[src/sv/v29_symbol_slicer_top_defines.svh]
// Assertion macros for the V.29 symbol slicer.
// Used by the top level; relies on clk and rst_n being in scope.
`ifndef V29_SYMBOL_SLICER_TOP_DEFINES_SVH
`define V29_SYMBOL_SLICER_TOP_DEFINES_SVH

// Same-cycle implication, disabled while in reset.
`define V29SS_ASSERT_NOW(lbl, ante, cons) \
    lbl: assert property (@(posedge clk) disable iff (!rst_n) (ante) |-> (cons)) \
        else $error("v29 slicer assertion failed");

// Next-cycle implication, disabled while in reset.
`define V29SS_ASSERT_NEXT(lbl, ante, cons) \
    lbl: assert property (@(posedge clk) disable iff (!rst_n) (ante) |=> (cons)) \
        else $error("v29 slicer assertion failed");

`endif

[src/sv/v29ss_pkg.sv]
// Package for the V.29 symbol slicer: constellation constants, stage types
// and the point tables. No dependencies.
`default_nettype none

package v29ss_pkg;

    localparam logic [15:0] Unit1 = 16'h1555;
    localparam logic [15:0] Unit2 = 16'h2AAA;
    localparam logic [15:0] Unit3 = 16'h4000;
    localparam logic [15:0] Unit4 = 16'h5555;
    localparam logic [15:0] Unit5 = 16'h6AAA;

    localparam int DistW = 34;
    localparam int TwoU1 = 2 * 16'h1555;
    localparam int TwoU3 = 2 * 16'h4000;
    localparam int TwoU3mU1 = 2 * (16'h4000 - 16'h1555);
    localparam int TwoU5mU3 = 2 * (16'h6AAA - 16'h4000);
    localparam int KInner = 16'h4000 * 16'h4000 - 2 * 16'h1555 * 16'h1555;
    localparam int KOuter = 16'h6AAA * 16'h6AAA - 2 * 16'h4000 * 16'h4000;
    localparam logic [15:0] InnerSum = 16'h2AAA + 16'h2AAA;
    localparam logic [14:0] HalfU3 = 15'h2000;

    typedef struct packed {
        logic [14:0] mag_hi;
        logic [14:0] mag_lo;
        logic        swapped;
        logic        re_neg;
        logic        im_neg;
    } fold_t;

    typedef struct packed {
        logic [3:0]         point_index;
        logic signed [15:0] ideal_re;
        logic signed [15:0] ideal_im;
        logic [15:0]        phase_angle;
    } point_t;

    function automatic logic [3:0] octant_map(input logic [2:0] idx);
        logic [3:0] p;
        case (idx)
            3'd0:    p = 4'd0;
            3'd1:    p = 4'd1;
            3'd2:    p = 4'd2;
            3'd3:    p = 4'd3;
            3'd4:    p = 4'd4;
            3'd5:    p = 4'd5;
            3'd6:    p = 4'd2;
            default: p = 4'd3;
        endcase
        return p;
    endfunction

    function automatic logic [3:0] re_neg_map(input logic [3:0] idx);
        logic [3:0] p;
        case (idx)
            4'd1:    p = 4'd9;
            4'd2:    p = 4'd6;
            4'd3:    p = 4'd7;
            4'd4:    p = 4'd4;
            4'd5:    p = 4'd5;
            default: p = 4'd8;
        endcase
        return p;
    endfunction

    function automatic logic [3:0] im_neg_map(input logic [3:0] idx);
        logic [3:0] p;
        case (idx)
            4'd1:    p = 4'd1;
            4'd2:    p = 4'd14;
            4'd3:    p = 4'd15;
            4'd4:    p = 4'd12;
            4'd5:    p = 4'd13;
            4'd6:    p = 4'd10;
            4'd7:    p = 4'd11;
            4'd8:    p = 4'd8;
            4'd9:    p = 4'd9;
            default: p = 4'd0;
        endcase
        return p;
    endfunction

    function automatic point_t point_lookup(input logic [3:0] idx);
        point_t r;
        r.point_index = idx;
        case (idx)
            4'd0:    begin r.ideal_re = 16'sh4000; r.ideal_im = 16'sh0000; end
            4'd1:    begin r.ideal_re = 16'sh6AAA; r.ideal_im = 16'sh0000; end
            4'd2:    begin r.ideal_re = 16'sh1555; r.ideal_im = 16'sh1555; end
            4'd3:    begin r.ideal_re = 16'sh4000; r.ideal_im = 16'sh4000; end
            4'd4:    begin r.ideal_re = 16'sh0000; r.ideal_im = 16'sh4000; end
            4'd5:    begin r.ideal_re = 16'sh0000; r.ideal_im = 16'sh6AAA; end
            4'd6:    begin r.ideal_re = 16'shEAAB; r.ideal_im = 16'sh1555; end
            4'd7:    begin r.ideal_re = 16'shC000; r.ideal_im = 16'sh4000; end
            4'd8:    begin r.ideal_re = 16'shC000; r.ideal_im = 16'sh0000; end
            4'd9:    begin r.ideal_re = 16'sh9556; r.ideal_im = 16'sh0000; end
            4'd10:   begin r.ideal_re = 16'shEAAB; r.ideal_im = 16'shEAAB; end
            4'd11:   begin r.ideal_re = 16'shC000; r.ideal_im = 16'shC000; end
            4'd12:   begin r.ideal_re = 16'sh0000; r.ideal_im = 16'shC000; end
            4'd13:   begin r.ideal_re = 16'sh0000; r.ideal_im = 16'sh9556; end
            4'd14:   begin r.ideal_re = 16'sh1555; r.ideal_im = 16'shEAAB; end
            default: begin r.ideal_re = 16'sh4000; r.ideal_im = 16'shC000; end
        endcase
        r.phase_angle = {idx[3:1], 13'd0};
        return r;
    endfunction

endpackage

`default_nettype wire

[src/sv/v29ss_sample_if.sv]
// Channel carrying one demodulated complex sample per transaction.
// Valid/ready handshake; no dependencies.
`default_nettype none

interface v29ss_sample_if;
    logic               valid;
    logic               ready;
    logic signed [15:0] sample_re;
    logic signed [15:0] sample_im;

    modport source (output valid, output sample_re, output sample_im, input ready);
    modport sink (input valid, input sample_re, input sample_im, output ready);
endinterface

`default_nettype wire

[src/sv/v29ss_point_if.sv]
// Channel carrying one decided constellation point per transaction.
// Valid/ready handshake; no dependencies.
`default_nettype none

interface v29ss_point_if;
    logic               valid;
    logic               ready;
    logic [3:0]         point_index;
    logic signed [15:0] ideal_re;
    logic signed [15:0] ideal_im;
    logic [15:0]        phase_angle;

    modport source (output valid, output point_index, output ideal_re, output ideal_im,
                    output phase_angle, input ready);
    modport sink (input valid, input point_index, input ideal_re, input ideal_im,
                  input phase_angle, output ready);
endinterface

`default_nettype wire

[src/sv/v29ss_fold.sv]
// Folds a complex sample into the first octant: saturating magnitudes,
// ordered so the larger comes first, plus the sign and swap flags. Uses v29ss_pkg.
`default_nettype none

module v29ss_fold
    import v29ss_pkg::*;
(
    input  wire logic signed [15:0] sample_re,
    input  wire logic signed [15:0] sample_im,
    output fold_t                   fold
);

    logic [14:0] mag_re;
    logic [14:0] mag_im;
    logic        swap;

    function automatic logic [14:0] sat_abs(input logic signed [15:0] v);
        logic [15:0] neg;
        neg = 16'(-v);
        if (!v[15])
        begin
            return v[14:0];
        end
        else if (neg[15])
        begin
            return 15'h7FFF;
        end
        else
        begin
            return neg[14:0];
        end
    endfunction

    always_comb
    begin
        mag_re = sat_abs(sample_re);
        mag_im = sat_abs(sample_im);
        swap = mag_re < mag_im;
        fold.mag_hi = swap ? mag_im : mag_re;
        fold.mag_lo = swap ? mag_re : mag_im;
        fold.swapped = swap;
        fold.re_neg = sample_re[15];
        fold.im_neg = sample_im[15];
    end

endmodule

`default_nettype wire

[src/sv/v29ss_decide.sv]
// Picks the nearest first-octant point of a folded sample and mirrors it into
// the true quadrant. Distance comparisons are reduced to linear tests. Uses v29ss_pkg.
`default_nettype none

module v29ss_decide
    import v29ss_pkg::*;
(
    input  wire fold_t fold,
    output point_t     point
);

    logic [DistW-1:0] inner_lhs;
    logic [DistW-1:0] inner_rhs;
    logic [DistW-1:0] outer_lhs;
    logic [DistW-1:0] outer_rhs;
    logic [15:0]      mag_sum;
    logic [1:0]       pick;
    logic [3:0]       p_oct;
    logic [3:0]       p_re;
    logic [3:0]       p_im;

    always_comb
    begin
        // Both sides of each comparison are the squared distances with the
        // common quadratic terms cancelled; every term is non-negative.
        inner_lhs = DistW'(fold.mag_lo) * DistW'(TwoU1) + DistW'(KInner);
        inner_rhs = DistW'(fold.mag_hi) * DistW'(TwoU3mU1);
        outer_lhs = DistW'(fold.mag_lo) * DistW'(TwoU3) + DistW'(KOuter);
        outer_rhs = DistW'(fold.mag_hi) * DistW'(TwoU5mU3);
        mag_sum = 16'(fold.mag_hi) + 16'(fold.mag_lo);

        if (16'(fold.mag_hi) >= Unit4)
        begin
            pick = (outer_lhs > outer_rhs) ? 2'd3 : 2'd1;
        end
        else if (mag_sum < InnerSum)
        begin
            pick = (inner_lhs > inner_rhs) ? 2'd2 : 2'd0;
        end
        else
        begin
            pick = (fold.mag_lo > HalfU3) ? 2'd3 : 2'd0;
        end

        p_oct = octant_map({fold.swapped, pick});
        p_re = fold.re_neg ? re_neg_map(p_oct) : p_oct;
        p_im = fold.im_neg ? im_neg_map(p_re) : p_re;
        point = point_lookup(p_im);
    end

endmodule

`default_nettype wire

[src/sv/v29_symbol_slicer_top.sv]
// V.29 9600 bit/s symbol slicer. Each sample transaction is folded into the
// first octant and registered, then decided and registered as a point
// transaction. One sample is accepted every cycle while the output side keeps
// taking results; the two register stages stall together only when the output
// is held back.
// Depends on v29ss_pkg, both channel interfaces, v29ss_fold, v29ss_decide and
// v29_symbol_slicer_top_defines.svh.
`default_nettype none
`include "v29_symbol_slicer_top_defines.svh"

module v29_symbol_slicer_top
    import v29ss_pkg::*;
(
    input  wire logic     clk,
    input  wire logic     rst_n,
    v29ss_sample_if.sink  sample,
    v29ss_point_if.source point
);

    fold_t  fold_now;
    fold_t  fold_reg;
    point_t point_now;
    point_t point_reg;
    logic   s1_valid_reg;
    logic   s1_valid_next;
    logic   out_valid_reg;
    logic   out_valid_next;
    logic   s1_load;
    logic   out_load;

    v29ss_fold u_fold (
        .sample_re (sample.sample_re),
        .sample_im (sample.sample_im),
        .fold      (fold_now)
    );

    v29ss_decide u_decide (
        .fold  (fold_reg),
        .point (point_now)
    );

    always_comb
    begin
        out_load = s1_valid_reg && (!out_valid_reg || point.ready);
        sample.ready = !s1_valid_reg || out_load;
        s1_load = sample.valid && sample.ready;
        s1_valid_next = s1_load || (s1_valid_reg && !out_load);
        out_valid_next = out_load || (out_valid_reg && !point.ready);
    end

    always_ff @(posedge clk or negedge rst_n)
    begin
        if (!rst_n)
        begin
            s1_valid_reg <= 1'b0;
            out_valid_reg <= 1'b0;
        end
        else
        begin
            s1_valid_reg <= s1_valid_next;
            out_valid_reg <= out_valid_next;
        end
    end

    always_ff @(posedge clk)
    begin
        if (s1_load)
        begin
            fold_reg <= fold_now;
        end
        if (out_load)
        begin
            point_reg <= point_now;
        end
    end

    assign point.valid = out_valid_reg;
    assign point.point_index = point_reg.point_index;
    assign point.ideal_re = point_reg.ideal_re;
    assign point.ideal_im = point_reg.ideal_im;
    assign point.phase_angle = point_reg.phase_angle;

    `V29SS_ASSERT_NEXT(a_sample_lands, s1_load, s1_valid_reg)
    `V29SS_ASSERT_NEXT(a_stage_holds, s1_valid_reg && !out_load, s1_valid_reg && $stable(fold_reg))
    `V29SS_ASSERT_NOW(a_axis_angle, point.valid,
        (point.ideal_re == 16'sd0) == (point.phase_angle == 16'h4000 || point.phase_angle == 16'hC000))

endmodule

`default_nettype wire
[src/flat_wrapper.sv]
// flat-port wrapper written by rule: the top's interface ports become plain ports
module v29_symbol_slicer_top_flat import v29ss_pkg::*;
  (clk, rst_n, sample_valid, sample_sample_re, sample_sample_im, sample_ready, point_valid, point_point_index, point_ideal_re, point_ideal_im, point_phase_angle, point_ready);
  v29ss_sample_if sample_i ();
  v29ss_point_if point_i ();
  input  wire logic clk;
  input  wire logic rst_n;
  input wire logic [$bits(sample_i.valid)-1:0] sample_valid;
  input wire logic [$bits(sample_i.sample_re)-1:0] sample_sample_re;
  input wire logic [$bits(sample_i.sample_im)-1:0] sample_sample_im;
  output wire logic [$bits(sample_i.ready)-1:0] sample_ready;
  output wire logic [$bits(point_i.valid)-1:0] point_valid;
  output wire logic [$bits(point_i.point_index)-1:0] point_point_index;
  output wire logic [$bits(point_i.ideal_re)-1:0] point_ideal_re;
  output wire logic [$bits(point_i.ideal_im)-1:0] point_ideal_im;
  output wire logic [$bits(point_i.phase_angle)-1:0] point_phase_angle;
  input wire logic [$bits(point_i.ready)-1:0] point_ready;
  assign sample_i.valid = sample_valid;
  assign sample_i.sample_re = sample_sample_re;
  assign sample_i.sample_im = sample_sample_im;
  assign sample_ready = sample_i.ready;
  assign point_valid = point_i.valid;
  assign point_point_index = point_i.point_index;
  assign point_ideal_re = point_i.ideal_re;
  assign point_ideal_im = point_i.ideal_im;
  assign point_phase_angle = point_i.phase_angle;
  assign point_i.ready = point_ready;
  v29_symbol_slicer_top u_core (.clk(clk), .rst_n(rst_n), .sample(sample_i), .point(point_i));
endmodule
[config.mk]
export PLATFORM = sky130hd
export DESIGN_NAME = v29_symbol_slicer_top_flat
export DESIGN_NICKNAME = d
export VERILOG_FILES = /design/src/sv/v29ss_pkg.sv /design/src/sv/v29ss_sample_if.sv /design/src/sv/v29ss_point_if.sv /design/src/sv/v29ss_fold.sv /design/src/sv/v29ss_decide.sv /design/src/sv/v29_symbol_slicer_top.sv /design/src/flat_wrapper.sv
export VERILOG_INCLUDE_DIRS = /design/src /design/src/sv
export SDC_FILE = /design/constraint.sdc
export NUM_CORES = 1
export LEC_CHECK = 0
export ABC_CLOCK_PERIOD_IN_PS = 26100
export BUFFER_PORTS_ARGS = -buffer_cell sky130_fd_sc_hd__buf_2
export CAP_MARGIN = 0
export CORE_MARGIN = 4
export CORE_UTILIZATION = 70
export CTS_BUF_LIST = sky130_fd_sc_hd__clkbuf_2 sky130_fd_sc_hd__clkbuf_4 sky130_fd_sc_hd__clkbuf_8
export DETAILED_ROUTE_END_ITERATION = 10
export GPL_TIMING_DRIVEN = 0
export PLACE_DENSITY = 0.95
export SYNTH_ARGS = -nofsm -noshare
export SYNTH_HDL_FRONTEND = slang
export SYNTH_SLANG_ARGS = --single-unit
[constraint.sdc]
create_clock -name clk -period 26.1 [get_ports clk]
set_input_delay 3.915 -clock clk [delete_from_list [all_inputs] [get_ports clk]]
set_output_delay 3.915 -clock clk [all_outputs]
set_load 0.005 [all_outputs]
; ---- Word level (Yosys, flattened, before mapping)
; Memory sizes are Yosys's and may differ from the RTL's. A register that Yosys moved wholly into a read port is not among the register bits.
; Index checks and enable logic that the tools add are counted.
; Widths: inputs -> output; s select.
[totals]
romBits = 576
ff_bits = 42
n_memories = 2
mem_bits_rw = 0
in_bits = 36
latchBits = 0
[op_classes]
reduce_logical = 14
div_mod_pow = 0
n_mul = 3
magnitude_cmp = 6
n_eq_ne = 10
n_mux = 15
shifts = 0
add_sub_neg = 5
bitwise_logic = 0
[mem_list]
columns = name, depth, word_bits, read_ports, rd_clocked_by_memory_dff, write_ports, line_no
row1 = (name not given), 16, 32, 1, 1, 0, v29ss_pkg.sv:86  ; case (idx)
row2 = (name not given), 16, 4, 1, 0, 0, v29ss_pkg.sv:68  ; case (idx)
[ops]
columns = op, count
row1 = $mux 15, 6
row2 = $mul 15x13->28 const B, 2
row3 = $neg 16->16, 2
row4 = $add 30x28->31 const B, 1
row5 = $gt 31x30->1, 1
row6 = $add 29x28->30 const B, 1
row7 = $gt 30x30->1, 1
row8 = $mul 15x14->29 const B, 1
row9 = $pmux 4 s5, 1
row10 = $add 15x15->16, 1
row11 = $lt 16x15->1 const B, 1
row12 = $ge 15x15->1 const B, 1
row13 = $gt 15x14->1 const B, 1
row14 = $lt 15x15->1, 1
row15 = $pmux 3 s5, 1
row16 = $mux 2, 5
row17 = $eq 3x3->1 const B, 3
row18 = $eq 4x2->1 const B, 2
row19 = $eq 4x3->1 const B, 2
row20 = $mux 4, 2
row21 = $eq 4x1->1 const B, 1
row22 = $logic_and 1x1->1, 4
row23 = $logic_not 1->1, 4
row24 = $logic_or 1x1->1, 4
row25 = 4 further kinds, 4

; ---- Depth between registers and ports, before layout
; An unclocked memory read counts as a cell.
[logic_depth]
ltp_word = 14
depth_mapped = 43

; ---- Modules after synthesis
; From an unflattened synthesis, not the netlist that was laid out.
[hier_totals]
hier_cells = 1577
area_unflattened_um2 = 15078.2
[modules_own_cells]
columns = module, area_per_inst_um2, cells_per_inst, n_inst
row1 = v29ss_decide, 10871.7, 1273, 1
row2 = v29_symbol_slicer_top, 2656.3, 93, 1
row3 = v29ss_fold, 1550.2, 211, 1

; ---- Least setup slack after synthesis
; Ideal clock, no wire load.
[synth_timing]
path_kind = register -> register
start = reg u_core.fold_reg[8] in the netlist's numbering
end = reg u_core.point.ideal_re[1] (netlist name)
arrival_time_ns = 8.805
path_stages_with_launch = 40
slack_ns = 17.035
path_cell_list = edfxtp_1 -> ha_1 -> inv_1 -> fa_1 -> fa_1 -> inv_1 -> fa_1 -> inv_1 -> fa_1 -> inv_1 -> ha_1 -> a21oi_1 -> o21bai_1 -> a21o_1 -> a21oi_1 -> o21ai_0 -> a221o_1 -> a211oi_1 -> (+4 left out) -> ha_1 -> nand4_1 -> nor4_1 -> nand4_1 -> inv_1 -> nor2_1 -> a31o_2 -> a2111o_1 -> nand4_2 -> o31a_1 -> inv_1 -> a21oi_1 -> ha_1 -> nor2b_1 -> mux2i_1 -> buf_6 -> mux2i_1 -> mux2_2
[synth_rtl]
columns = element, line_no
row1 = from (decl), v29_symbol_slicer_top.sv:21  ; fold_t fold_reg;
row2 = from (signal assigned), v29_symbol_slicer_top.sv:69  ; fold_reg <= fold_now;

==> summary.txt <==
Setup path
  – Worst path slowest cell: nor4_1
  – Reg2reg setup slack: 14.82 ns
  – Max incr delay on CP: 0.75 ns
  – Worst R2R Start: u_core.fold_reg[4]
  – Critical Path Source: u_core.fold_reg[4]
  – Largest fanout on the critical path: 10
  – Worst Path Required: 26.17 ns
  – Worst Path Arrival: 11.35 ns
  – Most frequent CP cell: inv_1
  – CP Launch Type: flop
  – Critical path class: flop to flop
  – CP endpoint kind: flop

Timing
  – Period utilisation layout: 0.4323
  – Hold Vio Cnt, Final: 0
  – Setup TNS Final: 0 ns
  – Setup violators final: 0
  – FMAX: 88.64 MHz
  – Min Tclk post-route: 11.28 ns
  – RSZ-0062 raised after global routing: no
  – Skew final: 0.007812 ns
  – Worst slew pin tran: 1.071 ns
  – Slew Viols, Final: 0
  – Relative max-transition margin: 0.2772

Placed design
  – Port buffer count: 76
  – # placed instances: 1924
  – Routability Congestion: 0.9405
  – HPWL after DPL: 30.47 mm

Yosys
  – Synth cell count leaders: inv_1 (309), ha_1 (266), fa_1 (130)
  – Area leader, netlist: ha_1
  – Top cell type's share of synthesized area: 0.2372
  – Post-synth ARST share: 0.04000
  – Post-synthesis cell area: 14030 um^2
  – Synth Instances: 1571
  – YS warnings: 0
  – Number of flops mapped to enable cells by yosys: 48
  – Avg Cell Area, Syn: 8.930 um^2
  – Unique masters post-synth: 80
  – Yosys reg bits: 50
  – Sequential-to-total area share from yosys stat: 0.1063
  – Ranking of synthesized cells by area: ha_1 (24%), fa_1 (19%), edfxtp_1 (10%), inv_1 (8.3%), xnor2_1 (4.1%)
  – Ys flop type: edfxtp_1
  – Count leader, synth: inv_1

Cells and area
  – N_diodes: 0
  – Proportion of layout cells with a drive suffix above 1: 0.1002
  – Max reg flops: 33
  – Filler-free cell count of the finished design: 1932
  – # nets final: 2098
  – Synth-to-Final Area Change: 6.270%

Routing
  – Wirelength, routed: 36.58 mm
  – Per-cell routed wire length: 18.93 um
  – Top Layer Used: met4
  – Drt initial violations: 1166
  – WL met2: 18.03 mm
  – Antenna-violating nets left: 0
  – Drt pass-1 iters: 6
  – Total number of vias: 11.96k
  – Routed met1 length: 13.32 mm
  – Remaining DRCs: 0
  – DR WL met3: 3.088 mm
  – Vias per cell: 6.192

Clock network
  – Cts repair resizes: 0
  – Root Buffer: clkbuf_8
  – CTS H-Tree Depth: 2
  – CTS clk-pin slew, worst paths: 0.10 ns
  – Clk Latency, worst-skew pair: 0.31 ns
  – CTS tree: built
  – Bufs on Longest Clock Path: 2
  – Clock sink count: 50
  – CTS Buf Count: 5
  – Post CTS Setup Buffer Count: 0
  – CTS Hold Buffers Added: 0

Global route
  – Initial antenna violation count: 0
  – Vias in the first global route: 12.29k
  – Global Route Usage Sum: 0.3256
  – Global-route wire length before repair: 58.73 mm
  – Largest net degree at the start of global routing: 34
  – Grt ovf: 0

Min path
  – Worst min-delay path class: flop to flop
  – Hold wc startpoint: u_core.s1_valid_reg

Die
  – Core area: 19590 um^2
  – I/O Pins: 90
  – Starting density of the core: 0.7161
  – Die Ht: 149.6 um
  – FP Rows: 51
  – Die W: 149.6 um
  – DIE AREA: 22370 um^2

Job
  – Max-Cap Viols: 0

Outcome
  – Outcome: complete, no violations
[final cells by class]
| type | count | area, um^2 |
|---|---|---|
| clock inverters | 2 | 38.79 |
| multi-input cells | 1171 | 11070 |
| clock buffers | 6 | 82.58 |
| inverters | 309 | 1160 |
| repair buffers | 76 | 380.4 |
| flip-flops and latches | 50 | 1491 |
| plain buffers | 53 | 355.3 |
| fillers | 1269 | 4682 |
| well taps | 265 | 331.6 |
[cell usage in the layout, fill, tap and decap left out, types with 20 or more instances in the layout]
cell type,n
a21o_1,47
a21oi_1,64
buf_2,78
buf_4,37
edfxtp_1,48
fa_1,130
ha_1,266
inv_1,309
nand2_1,78
nand3_1,22
nand4_1,20
nor2_1,69
o21ai_0,51
xnor2_1,66
xor2_1,55
[cells by family (layout without fill, tap and decap cells)]
group           after synthesis  after routing  share of synthesized area
fa+ha+maj                   397            397                     0.4235
buf+inv                     362            446                     0.1080
simple gates                316            316                     0.1149
compound gates              286            286                     0.1423
xor+xnor                    121            121                    0.07554
flops                        50             50                     0.1063
mux                          38             38                    0.02916
other cells                   1             13                  0.0002673
[metrics by stage]
stage	instance area [um^2]	utilization	hold slack, ns	worst slack (ns)
finish	14910	0.7610	0.5397	14.82
global route	14910	0.7610	0.5808	14.28
CTS	14910	0.7609	0.5434	14.97
detailed placement	14790	0.7547	0.5126	15.09
global placement	14790	0.7547	0.4631	15.65
floorplan	14070	-	0.4487	17.04
[worst paths after layout]
check	endpoint	cells after the start
worst max-delay path	u_core.point.ideal_re[1]	37
worst min-delay path	u_core.point.valid	1
worst max register to register	u_core.point.ideal_re[1]	37
worst min register to register	u_core.point.valid	1
max in group asynchronous	u_core.point.valid	1
min in group asynchronous	u_core.s1_valid_reg	1
[critical path, delay by kind of cell (launching register included)]
family / cells / cell delay [ns]
adder cells (fa/ha/maj): 8 / 3.33
AND/OR/NAND/NOR: 11 / 2.81
AO/OA/AOI/OAI: 7 / 2.46
buffers and inverters: 7 / 0.68
multiplexers: 3 / 0.67
flip-flops: 1 / 0.62
XOR/XNOR: 1 / 0.43
[per-layer routing]
metal,track usage,up-vias
met5,0,-
met4,0.1634,0
met3,0.04694,188
met2,0.5726,642
met1,0.3893,5641
li1,-,5491
Power is not shown: default switching activity piles up to over one toggle a cycle in this logic, so the estimate is an artifact.
